==> src/rtl/owbm_pkg.sv <==
// ----------------------------------------------------------------------------
// owbm_pkg
// Shared widths, register map and reset values for the 1-Wire bus master.
// ----------------------------------------------------------------------------
package owbm_pkg;

  localparam int TickW   = 10;
  localparam int ByteW   = 8;
  localparam int ActionW = 2;
  localparam int NumRegs = 8;
  localparam int RegIdxW = $clog2(NumRegs);
  localparam int AddrW   = RegIdxW + 2;
  localparam int DataW   = 32;

  typedef logic [TickW-1:0]   tick_t;
  typedef logic [ActionW-1:0] action_t;
  typedef logic [ByteW-1:0]   byte_t;

  // Command codes
  localparam action_t ActTick  = 2'd0;
  localparam action_t ActReset = 2'd1;
  localparam action_t ActWrite = 2'd2;
  localparam action_t ActRead  = 2'd3;

  // Register indexes
  localparam logic [RegIdxW-1:0] RegResetLow    = 3'd0;
  localparam logic [RegIdxW-1:0] RegPresWait    = 3'd1;
  localparam logic [RegIdxW-1:0] RegResetTail   = 3'd2;
  localparam logic [RegIdxW-1:0] RegSlotLow     = 3'd3;
  localparam logic [RegIdxW-1:0] RegSlotHold    = 3'd4;
  localparam logic [RegIdxW-1:0] RegReadLow     = 3'd5;
  localparam logic [RegIdxW-1:0] RegReadSample  = 3'd6;
  localparam logic [RegIdxW-1:0] RegRecovery    = 3'd7;

  localparam tick_t RegResetVal [NumRegs] = '{
    10'd500, 10'd70, 10'd500, 10'd10, 10'd50, 10'd2, 10'd10, 10'd50
  };

  // A zero register acts as a one-tick phase.
  function automatic tick_t eff_ticks(input tick_t v);
    eff_ticks = (v == '0) ? tick_t'(1) : v;
  endfunction

endpackage

==> src/rtl/one_wire_bus_master.sv <==
// ----------------------------------------------------------------------------
// one_wire_bus_master
// 1-Wire master stepped one tick per input beat: bus reset with presence
// detect, byte write and byte read, LSB first, with programmable slot timing.
// ----------------------------------------------------------------------------
// The result for a tick beat is registered: it appears in the output register in the
// cycle after the beat is accepted. Throughput: one tick beat per cycle unless stalled; the
// sequencer state (phase, tick and bit counters, shift register) updates once
// per accepted beat. Input stalls only while a result is held and stalled.
// Reset (rst, synchronous) returns the sequencer to idle, clears presence and
// read data, and loads the timing registers with their default values.
module one_wire_bus_master (
  input  logic                     clk,
  input  logic                     rst,
  // tick input channel
  input  logic                     in_valid,
  output logic                     in_stall,
  input  owbm_pkg::action_t        action,
  input  owbm_pkg::byte_t          write_byte,
  input  logic                     line_level,
  // result channel
  output logic                     out_valid,
  input  logic                     out_stall,
  output logic                     drive_low,
  output logic                     busy_res,
  output logic                     done_res,
  output logic                     presence_seen,
  output owbm_pkg::byte_t          read_data,
  output logic                     rejected,
  // configuration port
  input  logic                     psel,
  input  logic                     penable,
  input  logic                     pwrite,
  input  logic [owbm_pkg::AddrW-1:0] paddr,
  input  logic [owbm_pkg::DataW-1:0] pwdata,
  output logic [owbm_pkg::DataW-1:0] prdata,
  output logic                     pready
);
  import owbm_pkg::*;

  typedef enum logic [2:0] {
    PH_IDLE     = 3'd0,
    PH_RST_LOW  = 3'd1,
    PH_RST_WAIT = 3'd2,
    PH_RST_TAIL = 3'd3,
    PH_WR_LOW   = 3'd4,
    PH_WR_HOLD  = 3'd5,
    PH_RECOVER  = 3'd6,
    PH_RD_SLOT  = 3'd7
  } phase_t;

  tick_t  cfg_reg [NumRegs];
  phase_t phase, phase_next;
  tick_t  tick_count, tick_count_next;
  logic [2:0] bit_index, bit_index_next;
  byte_t  shift_reg, shift_reg_next;
  logic   presence_flag, presence_flag_next;
  logic   mode_read, mode_read_next;
  byte_t  read_latch, read_latch_next;

  logic   drive_next, done_next, rej_next;
  logic   in_accept;
  logic   cfg_write;
  tick_t  tick_inc;
  tick_t  rd_low, rd_sample;

  assign in_stall  = out_valid && out_stall;
  assign in_accept = in_valid && !in_stall;
  assign cfg_write = psel && penable && pwrite && pready;
  assign pready    = 1'b1;
  assign prdata    = {{(DataW-TickW){1'b0}}, cfg_reg[paddr[AddrW-1:2]]};

  assign rd_low    = eff_ticks(cfg_reg[RegReadLow]);
  assign rd_sample = (cfg_reg[RegReadSample] < rd_low) ? rd_low : cfg_reg[RegReadSample];

  always_comb begin
    phase_next         = phase;
    tick_count_next    = tick_count;
    bit_index_next     = bit_index;
    shift_reg_next     = shift_reg;
    presence_flag_next = presence_flag;
    mode_read_next     = mode_read;
    read_latch_next    = read_latch;
    drive_next         = 1'b0;
    done_next          = 1'b0;
    rej_next           = 1'b0;

    // start a command on this same tick, or flag it if one is running
    if (action != ActTick) begin
      if (phase != PH_IDLE) begin
        rej_next = 1'b1;
      end else begin
        tick_count_next = '0;
        bit_index_next  = '0;
        case (action)
          ActReset: begin
            presence_flag_next = 1'b0;
            phase_next         = PH_RST_LOW;
          end
          ActWrite: begin
            mode_read_next = 1'b0;
            shift_reg_next = write_byte;
            phase_next     = PH_WR_LOW;
          end
          default: begin
            mode_read_next = 1'b1;
            shift_reg_next = '0;
            phase_next     = PH_RD_SLOT;
          end
        endcase
      end
    end

    tick_inc = tick_count_next + tick_t'(1);

    case (phase_next)
      PH_RST_LOW: begin
        drive_next      = 1'b1;
        tick_count_next = tick_inc;
        if (tick_inc >= eff_ticks(cfg_reg[RegResetLow])) begin
          tick_count_next = '0;
          phase_next      = PH_RST_WAIT;
        end
      end
      PH_RST_WAIT: begin
        tick_count_next = tick_inc;
        if (tick_inc >= eff_ticks(cfg_reg[RegPresWait])) begin
          tick_count_next    = '0;
          presence_flag_next = !line_level;
          phase_next         = PH_RST_TAIL;
        end
      end
      PH_RST_TAIL: begin
        tick_count_next = tick_inc;
        if (tick_inc >= eff_ticks(cfg_reg[RegResetTail])) begin
          tick_count_next = '0;
          phase_next      = PH_IDLE;
          done_next       = 1'b1;
        end
      end
      PH_WR_LOW: begin
        drive_next      = 1'b1;
        tick_count_next = tick_inc;
        if (tick_inc >= eff_ticks(cfg_reg[RegSlotLow])) begin
          tick_count_next = '0;
          phase_next      = PH_WR_HOLD;
        end
      end
      PH_WR_HOLD: begin
        drive_next      = !shift_reg_next[0];
        tick_count_next = tick_inc;
        if (tick_inc >= eff_ticks(cfg_reg[RegSlotHold])) begin
          tick_count_next = '0;
          shift_reg_next  = {1'b0, shift_reg_next[ByteW-1:1]};
          phase_next      = PH_RECOVER;
        end
      end
      PH_RD_SLOT: begin
        drive_next = (tick_count_next < rd_low);
        if (tick_count_next >= rd_sample) begin
          // shift the sampled bit in from the top
          shift_reg_next  = {line_level, shift_reg_next[ByteW-1:1]};
          tick_count_next = '0;
          phase_next      = PH_RECOVER;
        end else begin
          tick_count_next = tick_inc;
        end
      end
      PH_RECOVER: begin
        tick_count_next = tick_inc;
        if (tick_inc >= eff_ticks(cfg_reg[RegRecovery])) begin
          tick_count_next = '0;
          if (bit_index_next == 3'd7) begin
            bit_index_next = '0;
            phase_next     = PH_IDLE;
            done_next      = 1'b1;
            if (mode_read_next) begin
              read_latch_next = shift_reg_next;
            end
          end else begin
            bit_index_next = bit_index_next + 3'd1;
            phase_next     = mode_read_next ? PH_RD_SLOT : PH_WR_LOW;
          end
        end
      end
      default: begin
      end
    endcase
  end

  always_ff @(posedge clk) begin
    if (rst) begin
      for (int i = 0; i < NumRegs; i++) begin
        cfg_reg[i] <= RegResetVal[i];
      end
    end else if (cfg_write) begin
      cfg_reg[paddr[AddrW-1:2]] <= pwdata[TickW-1:0];
    end
  end

  always_ff @(posedge clk) begin
    if (rst) begin
      phase         <= PH_IDLE;
      tick_count    <= '0;
      bit_index     <= '0;
      shift_reg     <= '0;
      presence_flag <= 1'b0;
      mode_read     <= 1'b0;
      read_latch    <= '0;
      out_valid     <= 1'b0;
    end else begin
      if (in_accept) begin
        phase         <= phase_next;
        tick_count    <= tick_count_next;
        bit_index     <= bit_index_next;
        shift_reg     <= shift_reg_next;
        presence_flag <= presence_flag_next;
        mode_read     <= mode_read_next;
        read_latch    <= read_latch_next;
        out_valid     <= 1'b1;
      end else if (!out_stall) begin
        out_valid <= 1'b0;
      end
    end
  end

  // result beat payload; holds while stalled since no beat is accepted then
  always_ff @(posedge clk) begin
    if (in_accept) begin
      drive_low     <= drive_next;
      busy_res      <= (phase_next != PH_IDLE);
      done_res      <= done_next;
      presence_seen <= presence_flag_next;
      read_data     <= read_latch_next;
      rejected      <= rej_next;
    end
  end

  a_done_not_busy: assert property (@(posedge clk) disable iff (rst)
    out_valid && done_res |-> !busy_res)
    else $error("done reported while still busy");

  // a command that is refused can only leave idle behind by finishing
  a_reject_busy: assert property (@(posedge clk) disable iff (rst)
    out_valid && rejected && !done_res |-> busy_res)
    else $error("reject reported with no command running");

  a_idle_counters: assert property (@(posedge clk) disable iff (rst)
    phase == PH_IDLE |-> tick_count == '0 && bit_index == '0)
    else $error("counters not cleared in idle");

  a_stall_only_full: assert property (@(posedge clk) disable iff (rst)
    in_stall |-> out_valid)
    else $error("input stalled with empty output register");

endmodule
==> config.mk <==
export PLATFORM = sky130hd
export DESIGN_NAME = one_wire_bus_master
export DESIGN_NICKNAME = d
export VERILOG_FILES = /design/src/rtl/owbm_pkg.sv /design/src/rtl/one_wire_bus_master.sv
export SDC_FILE = /design/constraint.sdc
export NUM_CORES = 1
export LEC_CHECK = 0
export ABC_AREA = 1
export BUFFER_PORTS_ARGS = -buffer_cell sky130_fd_sc_hd__buf_2
export CAP_MARGIN = 20
export CORE_MARGIN = 4
export CORE_UTILIZATION = 30
export DETAILED_ROUTE_END_ITERATION = 16
export MAX_ROUTING_LAYER = met4
export PLACE_DENSITY_LB_ADDON = 0.3
export SLEW_MARGIN = 20
export SYNTH_ARGS = -nofsm -noshare
export SYNTH_HDL_FRONTEND = slang
export SYNTH_SLANG_ARGS = --single-unit
==> constraint.sdc <==
create_clock -name clk -period 3.65 [get_ports clk]
set_input_delay 0.365 -clock clk [delete_from_list [all_inputs] [get_ports clk]]
set_output_delay 0.365 -clock clk [all_outputs]
set_load 0.005 [all_outputs]
==> results_tabular.tex <==
\begin{tabular}{lr}
\hline
Metric & Value \\
\hline
\multicolumn{2}{l}{\textbf{Timing}} \\
Min Clock Period, post-route & 3.33 ns \\
Highest clock frequency the design can meet & between 300 and 400 MHz \\
Post-Route Skew & roughly 0.012 ns \\
Tcrit/Tclk final & 0.913 \\
Number of max-slew violations in the final report & 0 \\
Transition time at the pin with the least slew margin & 0.641 ns \\
Setup repair after global routing missed its margin & no \\
Count of final hold-check violations & 0 \\
Tightest slew margin relative to the limit & 0.571 \\
Final worst slack & 0.318 ns \\
Final setup viols & 0 \\
\multicolumn{2}{l}{\textbf{Final layout}} \\
Filler instances & 3,256 \\
Fraction of final layout cells with drive strength greater than 1 & 0.135 \\
Post-layout net count & $\sim$1,500 \\
Area of the multi-input gates & 0.00496 sq mm \\
Area used by sequential logic in the layout & approximately 0.0035 sq mm \\
Area growth from synthesis to layout & 17.1\% \\
ANT cells & 0 \\
Final instance area & roughly 0.011 sq mm \\
Largest register FFs & 80 \\
\multicolumn{2}{l}{\textbf{Place}} \\
Post-placement cell area & 0.0105 sq mm \\
I/O Buffers & 55 \\
GPL Wtd Cong & 0.959 \\
Placement-stage worst setup slack & -0.107 ns \\
Sum of net half-perimeters after detailed placement & around 21,000 um \\
\multicolumn{2}{l}{\textbf{Clock network}} \\
Clk Tree Root Cell & sky130\_fd\_sc\_hd\_\_clkbuf\_16 \\
Maximum buffer depth of the clock tree & 2 \\
H-tree depth reported by CTS & 4 \\
CTS tree & built \\
Clock sink count & 128 \\
Inserted Clock Buffers & 17 \\
Clock latency at the later pin of the worst-skew pair & roughly 0.44 ns \\
Clock-pin slew reported for the worst setup and hold paths after clock tree synthesis & approximately 0.07 ns \\
\multicolumn{2}{l}{\textbf{Drt}} \\
Detailed Route WL & 26,700 um \\
Routed via count & 8,468 \\
Wire per inst & 14.8 um \\
Starting DRC count in detailed routing & 530 \\
DRC viols & 0 \\
DR vias/cell & 4.70 \\
Length of the first detailed-routing pass in iterations & 5 \\
ANT nets after route & 0 \\
\multicolumn{2}{l}{\textbf{Floorplan}} \\
Die span in y & 186 um \\
Area of the placeable core & 0.0310 sq mm \\
Die footprint & 0.0347 sq mm \\
Placement row count & 64 \\
Number of top-level pins & just over 100 \\
Die boundary width & roughly 190 um \\
Starting utilization of the core area & 0.307 \\
\multicolumn{2}{l}{\textbf{Critical path}} \\
Slowest cell on the critical path & sky130\_fd\_sc\_hd\_\_edfxtp\_1 \\
CP startpoint kind & flip-flop \\
Flop2flop setup slack & 0.32 ns \\
Biggest cell delay along the critical path & 0.49 ns \\
Arrival time worst endpoint & 3.49 ns \\
Critical path's most frequent cell & sky130\_fd\_sc\_hd\_\_nand2\_1 \\
Category of the worst setup path capture point & flip-flop \\
Cell breakdown of the critical path & ha\_1, a21oi\_1, o21ai\_0, a21oi\_1, o21ai\_0, buf\_4, nand2\_1, o21ai\_0, ha\_1, nand2\_1, nor2\_1, nand2\_1, nor2\_2, nor2\_4, nand2\_1, nand3\_1, nor2\_2, nand4\_1 \\
Largest fanout on the critical path & 20 \\
CP required & 3.80 ns \\
Kind of cell adding the most delay to the critical path & simple AND/OR/NAND/NOR gates \\
Buffers \& Inverters on Critical Path & 1 \\
Crit Path Category & flip-flop to flip-flop \\
\multicolumn{2}{l}{\textbf{Synthesis}} \\
Cell area after synthesis & around 0.0095 sq mm \\
Number of synthesized register bits & 128 \\
Dominant register cell in the synthesized netlist & sky130\_fd\_sc\_hd\_\_edfxtp\_1 \\
Count of flip-flops with a built-in enable after synthesis & 93 \\
Cell count after synthesis & 1,295 \\
Avg Synthesized Cell Area & about 7.4 sq um \\
Post-synth ARST share & 0 \\
Fraction of the yosys area taken by sequential cells & 0.367 \\
Count of unique library cells instantiated by Yosys & 46 \\
Synth warn & 0 \\
\multicolumn{2}{l}{\textbf{Power and ir drop}} \\
Portion of total power attributed to combinational logic & 0.261 \\
Switching share of total power & 0.340 \\
Int Pwr & approximately 3100 uW \\
Power Density & 425 mW/mm\^{}2 \\
Switching power & 1610 uW \\
LEAKAGE & 0.00572 uW \\
Reg power frac & 0.367 \\
Proportion of power drawn by the clock network & 0.372 \\
IR Drop Worst-Case VDD & 326 uV \\
\multicolumn{2}{l}{\textbf{Status}} \\
Run status & finished, final reports clean \\
\multicolumn{2}{l}{\textbf{Run}} \\
Max-capacitance violation count & 0 \\
\multicolumn{2}{l}{\textbf{Min path}} \\
Hold WC Path Type & input pin to flip-flop \\
\multicolumn{2}{l}{\textbf{GRT}} \\
Wire length of the first global-routing pass & 41,700 um \\
Initial antenna violation count & 0 \\
Overflow after GRT & 0 \\
Via count of the first global-routing pass & 7,705 \\
GRT Overall Usage & 0.160 \\
Largest net degree at the start of global routing & 27 \\
\hline
\end{tabular}
==> through the flow <==
| step | cells | hold slack (ns) | setup TNS, ns | power [uW] | util |
|---|---|---|---|---|---|
| CTS | 1803 | 0.182 | 0 | 4740 | 0.358 |
| global placement | 1771 | 0.463 | -0.128 | 2970 | 0.339 |
| global route | 1803 | 0.218 | 0 | 5010 | 0.360 |
| detailed placement | 1771 | 0.472 | -1.60 | 2990 | 0.339 |
| floorplan | 1316 | 0.470 | 0 | 2580 | - |
| finish | 1803 | 0.207 | 0 | 4730 | 0.360 |
==> power groups by stage <==
| stage | registers [uW] | clock network [uW] | logic, uW |
|---|---|---|---|
| floorplan | 1740 | 0 | 841 |
| global placement | 1760 | 0 | 1210 |
| detailed placement | 1760 | 0 | 1220 |
| CTS | 1730 | 1780 | 1230 |
| global route | 1750 | 1860 | 1410 |
| finish | 1740 | 1760 | 1230 |
==> kinds of logic (layout without fill, tap and decap cells) <==
| family | Yosys count | count (layout) | synth area share |
|---|---|---|---|
| flip-flops | 128 | 128 | 0.367 |
| adder cells (fa/ha/maj) | 94 | 94 | 0.123 |
| buffers and inverters | 288 | 379 | 0.126 |
| AO/OA/AOI/OAI | 177 | 177 | 0.109 |
| other | 2 | 23 | 0.000789 |
| XOR/XNOR | 3 | 3 | 0.00276 |
| AND/OR/NAND/NOR | 603 | 603 | 0.271 |
==> cells in the final DEF (no fill, tap or decap), types with 3 or more instances in the layout <==
| cell type | count |
|---|---|
| sky130_fd_sc_hd__nand2_1 | 308 |
| sky130_fd_sc_hd__conb_1 | 23 |
| sky130_fd_sc_hd__inv_2 | 12 |
| sky130_fd_sc_hd__buf_12 | 3 |
| sky130_fd_sc_hd__o21ai_1 | 8 |
| sky130_fd_sc_hd__nand4_1 | 12 |
| sky130_fd_sc_hd__clkbuf_16 | 17 |
| sky130_fd_sc_hd__buf_2 | 55 |
| sky130_fd_sc_hd__edfxtp_1 | 93 |
| sky130_fd_sc_hd__dfxtp_1 | 33 |
| sky130_fd_sc_hd__nor3_2 | 4 |
| sky130_fd_sc_hd__nor4_1 | 8 |
| sky130_fd_sc_hd__buf_4 | 48 |
| sky130_fd_sc_hd__a21oi_1 | 50 |
| sky130_fd_sc_hd__nand2_2 | 5 |
| sky130_fd_sc_hd__clkinv_1 | 4 |
| sky130_fd_sc_hd__inv_8 | 4 |
| sky130_fd_sc_hd__nor2_1 | 165 |
| sky130_fd_sc_hd__nor3_1 | 7 |
| sky130_fd_sc_hd__nand3_1 | 67 |
| sky130_fd_sc_hd__a221oi_1 | 9 |
| sky130_fd_sc_hd__ha_1 | 94 |
| sky130_fd_sc_hd__nand2_4 | 4 |
| sky130_fd_sc_hd__clkinv_4 | 3 |
| sky130_fd_sc_hd__o22ai_1 | 17 |
| sky130_fd_sc_hd__nor2_4 | 6 |
| sky130_fd_sc_hd__inv_6 | 3 |
| sky130_fd_sc_hd__inv_1 | 225 |
| sky130_fd_sc_hd__a21o_1 | 7 |
| sky130_fd_sc_hd__nand3b_1 | 4 |
| sky130_fd_sc_hd__o31ai_1 | 4 |
| sky130_fd_sc_hd__o21ai_0 | 59 |
| sky130_fd_sc_hd__a211oi_1 | 4 |
| sky130_fd_sc_hd__o2111ai_1 | 7 |
| sky130_fd_sc_hd__nor2_2 | 7 |
| sky130_fd_sc_hd__a31o_2 | 4 |
==> area by class of cell <==
type / count / area share
timing repair buffer: 106 / 0.0624
tap: 396 / 0.0444
inverter: 241 / 0.0814
clock inverter: 15 / 0.0156
clock buffer: 17 / 0.0382
sequential: 128 / 0.314
multi-input combinational: 900 / 0.445
==> what timing repair did <==
item	in CTS	in global routing
gates resized for setup	0	15
hold buffers	0	0
setup endpoints to repair	0	28
setup buffers	0	0
==> final timing paths <==
kind	cells after the start	startpoint	to
worst max-delay path	18	cfg_reg[6][9]	busy_res
worst min-delay path	3	out_stall	out_valid
worst max register to register	18	cfg_reg[6][9]	busy_res
worst min register to register	2	out_valid	out_valid
==> worst min-delay path: stages <==
cell and delay, ns:
sky130_fd_sc_hd__buf_2 0.09, sky130_fd_sc_hd__nand2_1 0.07, sky130_fd_sc_hd__a21oi_1 0.06
==> cells in the mapped netlist (all sizes together), types with 11 or more instances <==
| cell | count | area share |
|---|---|---|
| a21oi | 50 | 0.026 |
| buf | 32 | 0.025 |
| clkbuf | 15 | 0.0060 |
| dfxtp | 35 | 0.074 |
| edfxtp | 93 | 0.29 |
| ha | 94 | 0.12 |
| inv | 238 | 0.094 |
| nand2 | 317 | 0.13 |
| nand3 | 70 | 0.039 |
| nand4 | 14 | 0.011 |
| nor2 | 179 | 0.076 |
| nor3 | 11 | 0.0079 |
| o21ai | 68 | 0.036 |
| o22ai | 17 | 0.011 |
==> metal layers <==
layer  global-route usage  up-vias  share of wire
li1                     -     4376              -
met1                0.220     3830           0.49
met2                0.243      220           0.44
met3               0.0243       42          0.044
met4               0.0495        0          0.024
met5                    -        -              0
Power figures use the tool's default switching activity.
